$ cat config.mk
export PLATFORM = sky130hd
export DESIGN_NAME = llfl_ctrl
export DESIGN_NICKNAME = d
export VERILOG_FILES = /design/src/hdl/llfl_pkg.sv /design/src/hdl/llfl_ctrl.sv
export SDC_FILE = /design/constraint.sdc
export NUM_CORES = 1
export LEC_CHECK = 0
export BUFFER_PORTS_ARGS = -buffer_cell sky130_fd_sc_hd__buf_2
export CAP_MARGIN = 20
export CORE_AREA = 5 5 42 44
export DETAILED_ROUTE_END_ITERATION = 16
export DIE_AREA = 0 0 47 49
export PLACE_DENSITY = 0.56
export SLEW_MARGIN = 25
export SYNTH_ARGS = -nofsm -noshare
export SYNTH_HDL_FRONTEND = slang
export SYNTH_SLANG_ARGS = --single-unit
export TNS_END_PERCENT = 50
$ cat constraint.sdc
create_clock -name clk -period 2.4 [get_ports clk]
set_clock_uncertainty 0.2 [all_clocks]
set_input_delay 0.12 -clock clk [delete_from_list [all_inputs] [get_ports clk]]
set_output_delay 0.12 -clock clk [all_outputs]
set_load 0.02 [all_outputs]
$ cat src/hdl/llfl_pkg.sv
// ----------------------------------------------------------------------------
// llfl_pkg
// Shared widths, codes and control structs of the linked-list node store.
// ----------------------------------------------------------------------------
package llfl_pkg;

	// Default node count of the store
	localparam int NODE_COUNT_DEF = 256;

	// Fixed field widths
	localparam int KEY_W      = 16;
	localparam int PAYLOAD_W  = 32;
	localparam int STATUS_W   = 2;
	localparam int SLOT_OUT_W = 8;

	// Request types
	localparam logic REQ_INSERT = 1'b0;
	localparam logic REQ_REMOVE = 1'b1;

	// Result status codes
	localparam logic [STATUS_W-1:0] ST_DONE      = 2'd0;
	localparam logic [STATUS_W-1:0] ST_NOT_FOUND = 2'd1;
	localparam logic [STATUS_W-1:0] ST_FULL      = 2'd2;

	// Commands from controller to datapath
	typedef struct packed {
		logic                latch_req;
		logic                ins_take_free;
		logic                ins_take_unused;
		logic                pop_free;
		logic                ins_write;
		logic                rm_start;
		logic                rm_advance;
		logic                rm_unlink;
		logic                rm_free;
		logic                set_res;
		logic [STATUS_W-1:0] res_code;
		logic                load_out;
	} llfl_cmd_t;

	// Status from datapath to controller
	typedef struct packed {
		logic req_remove;
		logic free_empty;
		logic unused_full;
		logic list_empty;
		logic key_hit;
		logic link_nil;
		logic walk_last;
		logic out_free;
	} llfl_sts_t;

endpackage

$ cat src/hdl/llfl_ctrl.sv
// ----------------------------------------------------------------------------
// llfl_ctrl
// Sequencer for insert and remove requests. Drives datapath commands from
// datapath status; one request is in work at a time.
// ----------------------------------------------------------------------------
module llfl_ctrl
	import llfl_pkg::*;
(
	input  logic      clk,
	input  logic      arst_n,
	input  logic      req_valid,
	output logic      req_ready,
	output llfl_cmd_t cmd,
	input  llfl_sts_t sts
);

	localparam logic [2:0] S_IDLE     = 3'd0;
	localparam logic [2:0] S_DISPATCH = 3'd1;
	localparam logic [2:0] S_INS_POP  = 3'd2;
	localparam logic [2:0] S_INS_WR   = 3'd3;
	localparam logic [2:0] S_RM_CHK   = 3'd4;
	localparam logic [2:0] S_RM_FREE  = 3'd5;
	localparam logic [2:0] S_DONE     = 3'd6;

	logic [2:0] state_q;
	logic [2:0] state_d;

	// Advance state
	always_ff @(posedge clk or negedge arst_n) begin
		if (!arst_n) begin
			state_q <= S_IDLE;
		end else begin
			state_q <= state_d;
		end
	end

	assign req_ready = (state_q == S_IDLE);

	// Next state and commands
	always_comb begin
		state_d = state_q;
		cmd     = '0;
		case (state_q)
			S_IDLE: begin
				if (req_valid) begin
					cmd.latch_req = 1'b1;
					state_d       = S_DISPATCH;
				end
			end
			S_DISPATCH: begin
				if (!sts.req_remove) begin
					if (!sts.free_empty) begin
						cmd.ins_take_free = 1'b1;
						state_d           = S_INS_POP;
					end else if (!sts.unused_full) begin
						cmd.ins_take_unused = 1'b1;
						state_d             = S_INS_WR;
					end else begin
						cmd.set_res  = 1'b1;
						cmd.res_code = ST_FULL;
						state_d      = S_DONE;
					end
				end else if (sts.list_empty) begin
					cmd.set_res  = 1'b1;
					cmd.res_code = ST_NOT_FOUND;
					state_d      = S_DONE;
				end else begin
					cmd.rm_start = 1'b1;
					state_d      = S_RM_CHK;
				end
			end
			S_INS_POP: begin
				cmd.pop_free = 1'b1;
				state_d      = S_INS_WR;
			end
			S_INS_WR: begin
				cmd.ins_write = 1'b1;
				cmd.set_res   = 1'b1;
				cmd.res_code  = ST_DONE;
				state_d       = S_DONE;
			end
			// Compare one node per cycle; the next read is issued meanwhile
			S_RM_CHK: begin
				if (sts.key_hit) begin
					cmd.rm_unlink = 1'b1;
					state_d       = S_RM_FREE;
				end else if (sts.link_nil || sts.walk_last) begin
					cmd.set_res  = 1'b1;
					cmd.res_code = ST_NOT_FOUND;
					state_d      = S_DONE;
				end else begin
					cmd.rm_advance = 1'b1;
				end
			end
			S_RM_FREE: begin
				cmd.rm_free  = 1'b1;
				cmd.set_res  = 1'b1;
				cmd.res_code = ST_DONE;
				state_d      = S_DONE;
			end
			S_DONE: begin
				if (sts.out_free) begin
					cmd.load_out = 1'b1;
					state_d      = S_IDLE;
				end
			end
			default: begin
				state_d = S_IDLE;
			end
		endcase
	end

endmodule

# Yosys cells after proc, flatten, opt, wreduce, memory -nomap -nowiden
# Cells that the tools add are included.
[word_totals]
register_bits = 3
latch_bits = 0
ramBits = 0
mem_bits_ro = 0
input_bits = 11
output_inout_bits = 14
word_cells = 49
n_memories = 0
[classes]
n_addsub = 0
mul = 0
div = 0
order_cmp = 0
n_eq_ne = 9
shift = 0
mux = 35
bitwise_logic = 0
n_reduce_logical = 4
[op_table]
columns = ["op", "n"]
rows = [
  ["$mux W3", 13],
  ["$pmux W3 S6", 1],
  ["$mux W1", 16],
  ["$eq A3 B3 Y1 const B", 3],
  ["$pmux W3 S3", 1],
  ["$mux W2", 4],
  ["$eq A3 B2 Y1 const B", 2],
  ["$ne A2 B2 Y1 const B", 2],
  ["$eq A3 B1 Y1 const B", 1],
  ["$logic_not A3 Y1", 1],
  ["$ne A3 B3 Y1 const B", 1],
  ["$reduce_and A3 Y1", 1],
  ["$reduce_or A2 Y1", 1],
  ["$logic_or A1 B1 Y1", 1],
]

# Depth between registers and ports, before layout
[depth]
ltp_word = 4
mapped_depth = 4
depth_no_buf = 3

# Least setup slack after synthesis
# No wires, ideal clock.
[synth_timing]
path_type = "register to register"
start = "reg state_q[0]"
end = "reg state_q[1]"
setup_time_ps = 154
arrival_time_ps = 1613
t_required_ps = 2046
setup_slack_ps = 434
path_stages_with_launch = 4
path_buffers = 0
synth_period_minus_slack_ps = 1966
path_cell_list = "dfrtp_1 > or4b_1 > nor3_1 > o32ai_1"
[synth_between]
elab_chain_len = 3
word_cells_on_any_way = 13
cone_classes = "eq/ne: 9; mux: 1; reduce/logical: 3"
[synth_lines]
columns = ["item", "line", "text"]
rows = [
  ["start: declaration", "llfl_ctrl.sv:25", "logic [2:0] state_q;"],
  ["start signal: assignment", "llfl_ctrl.sv:33", "state_q <= state_d;"],
  ["$eq A3 B3 Y1 (tied with other cells)", "llfl_ctrl.sv:43", "case (state_q)"],
  ["$reduce_or A2 Y1 (no source line) (tied with other cells)", "--", ""],
  ["$pmux W3 S6 / $reduce_and A3 Y1 (equally long branches)", "--", ""],
]
# Parallel ways exist; a longest one is shown, timed or not.
# A chain may end at the register's enable or synchronous reset.

==> impl_metrics.toml <==
[final_layout]
largest-register = "state_q"
antennaDiodeCount = 0
drive_above_1_share = 0.425
mostFrequentLayoutCells = "buf_2 (24), nor2_1 (6), nand2_1 (5)"
design_area_um2 = 533
fin_nets = 85
largest_registers = "state_q x3"
instances_no_fill = 89
largest_register_ffs = 3
final_common_cell = "buf_2"
area_delta_synth_final_pct = 53.2

[critical_path]
worst-path-max-fanout = 15
worst_setup_path_end_kind = "output pin"
slowest_stage = "or4b_1"
critPathMaxStageDelay_ns = 0.57
critPathRequiredTime_ns = 2.08
path_class = "reg -> out"
crit_buf_inv = 1
cp_top_family = "simple AND/OR/NAND/NOR gates"
start_kind = "register"
crit_arrival_ns = 1.78
crit_chain = "or4b_1 -> o2bb2ai_1 -> a31o_2 -> buf_2"

[yosys]
netlist_top_cells_area = "dfrtp_1 (22%), nor2_1 (6.5%), nor4bb_1 (5.8%)"
yosysWarnings = 0
ys_types = 25
syn_nets = 56
seq_area_frac_synth = 0.216
ys_ff_latch = 3
synth_top_area_cell = "dfrtp_1"
yosys.area.top_type_share = 0.216
synth_cells = 45
syn_area_per_cell_um2 = 7.73
syn-cell-area_um2 = 348

[floorplan]
core_area_um2 = 1400
die_w_um = 47
initial_core_util = 0.248
die_h_um = 49
dieArea_um2 = 2300
num_io_pins = 25
rows = 14

[route]
detail-route-antenna-nets = 0
drt_wl_total_um = 995
dr.pass1.iters = 3
drc = 0
drt-vias-per-instance = 4.64
num_vias = 413
wl_per_cell_um = 11.2
first_iter_violations = 3

[place]
place_ws_ns = 0.539
io_buffers = 24
placed_area_um2 = 477
place.gp.congestion = 0.683
numPlacedInstances = 82
hpwl_um = 739

[cts]
cts_max_level = 1
cts_tree = "built"
clockBufferDepth = 2
numClockSinks = 3
cts_root_buffer = "clkbuf_4"
path_clk_slew_ns = 0.04
clkLatencyLatePin_ns = 0.23
ctsResizeCount = 0
numCtsBuffers = 3

[power]
seqPwrFrac = 0.287
ir_worst_vdd_mv = 0.562
p_comb_frac = 0.558
switching_power_uw = 276
sw_frac_of_total = 0.492
power_density_nw_per_um2 = 1050
p_int_uw = 286
leakagePower_uw = 0.000274
p_clk_frac = 0.156

[sta]
period_needed_ns = 2.10
timing.final.hold_violations = 0
final_max_slew_viol_count = 0
max_freq_ghz = 0.477
rsz0062_at_grt = "false"
fin_setup_tns_ns = 0
setup_viol = 0
finalCritPeriodShare = 0.874
layout_setup_ws_ns = 0.303
worst_slew_pin_slew_ns = 0.397
holdWs_ns = 0.0280
max_slew_margin = 0.733

[global_routing]
grt_overflow = 0
grt_pass1_wl_mm = 1.63
grt_pass1_vias = 401
grt_usage = 0.0932
grt_max_degree = 16
grt_antenna_before_repair = 0

[outcome]
outcome = "completed"

[job]
cap_violations = 0

[worst_hold_path]
hold_path.class = "in -> async"
kinds of logic after synthesis:
group / after synthesis / share of synthesized area
simple gates: 26 / 0.486
compound gates: 11 / 0.245
buf+inv: 5 / 0.0540
flops: 3 / 0.216
path summary, 6_finish.rpt:
path | startpoint | end | slack, ns | cells past startpoint
worst max-delay path | state_q[0]$_DFFE_PN0P_ | cmd[3] | 0.30 | 4
worst min-delay path | arst_n | state_q[2]$_DFFE_PN0P_ | 0.03 | 2
worst max register to register | state_q[2]$_DFFE_PN0P_ | state_q[0]$_DFFE_PN0P_ | 0.62 | 3
worst min register to register | state_q[2]$_DFFE_PN0P_ | state_q[2]$_DFFE_PN0P_ | 0.54 | 2
max in group asynchronous | arst_n | state_q[0]$_DFFE_PN0P_ | 1.87 | 2
min in group clk | sts[5] | state_q[0]$_DFFE_PN0P_ | 0.05 | 3
power groups by stage:
stage	Combinational, µW	Clock (µW)	Sequential (µW)
2_1_floorplan	280	0	102
3_3_place_gp	313	0	157
3_5_place_dp	314	0	161
4_1_cts	318	92.2	160
5_1_grt	341	99.9	170
6_report	313	87.6	161
per-stage QoR:
| stage | utilization | total power, µW |
|---|---|---|
| floorplan | - | 382 |
| global placement | 0.340 | 470 |
| detailed placement | 0.340 | 474 |
| CTS | 0.380 | 570 |
| global route | 0.380 | 611 |
| finish | 0.380 | 562 |
cell type report:
class,instances,area [µm²]
repair buffers,27,150
well taps,16,20.0
multi-input cells,37,254
fillers,161,868
flip-flops and latches,3,75.1
inverters,2,7.51
clock buffers,4,26.3
per-layer routing:
| metal | GRT usage | up-vias | routed length [µm] |
|---|---|---|---|
| met2 | 0.156 | 7 | 557 |
| met3 | 0.0258 | 0 | 44 |
| li1 | - | 219 | - |
| met1 | 0.104 | 187 | 393 |
| met5 | 0 | - | 0 |
| met4 | 0.0415 | 0 | 0 |
worst reg2reg max path, stage by stage, from the launching register on:
cell and delay [ns]:
dfrtp_1 0.51, or4b_4 0.62, nor3b_4 0.21, a2bb2oi_2 0.16
cells in the mapped netlist:
cell type,number
a211o_1,1
a21boi_0,1
a21oi_1,1
a2bb2oi_2,1
a31o_2,1
and2_1,1
and3b_1,1
clkbuf_1,3
dfrtp_1,3
inv_1,2
nand2_1,5
nand2b_1,2
nand3b_1,1
nor2_1,6
nor2b_1,2
nor3_1,2
nor3b_1,1
nor3b_4,1
nor4bb_1,2
o21a_1,1
o21ai_0,3
o2bb2ai_1,1
o32ai_1,1
or4b_1,1
or4b_4,1
repair_timing:
| action | in CTS | in global routing |
|---|---|---|
| hold buffers | 3 | 0 |
| buffers inserted | 0 | 0 |
| setup endpoints to repair | 0 | 0 |
| hold endpoints to repair | 5 | 0 |
No activity file was read; power rests on OpenSTA's default activity.
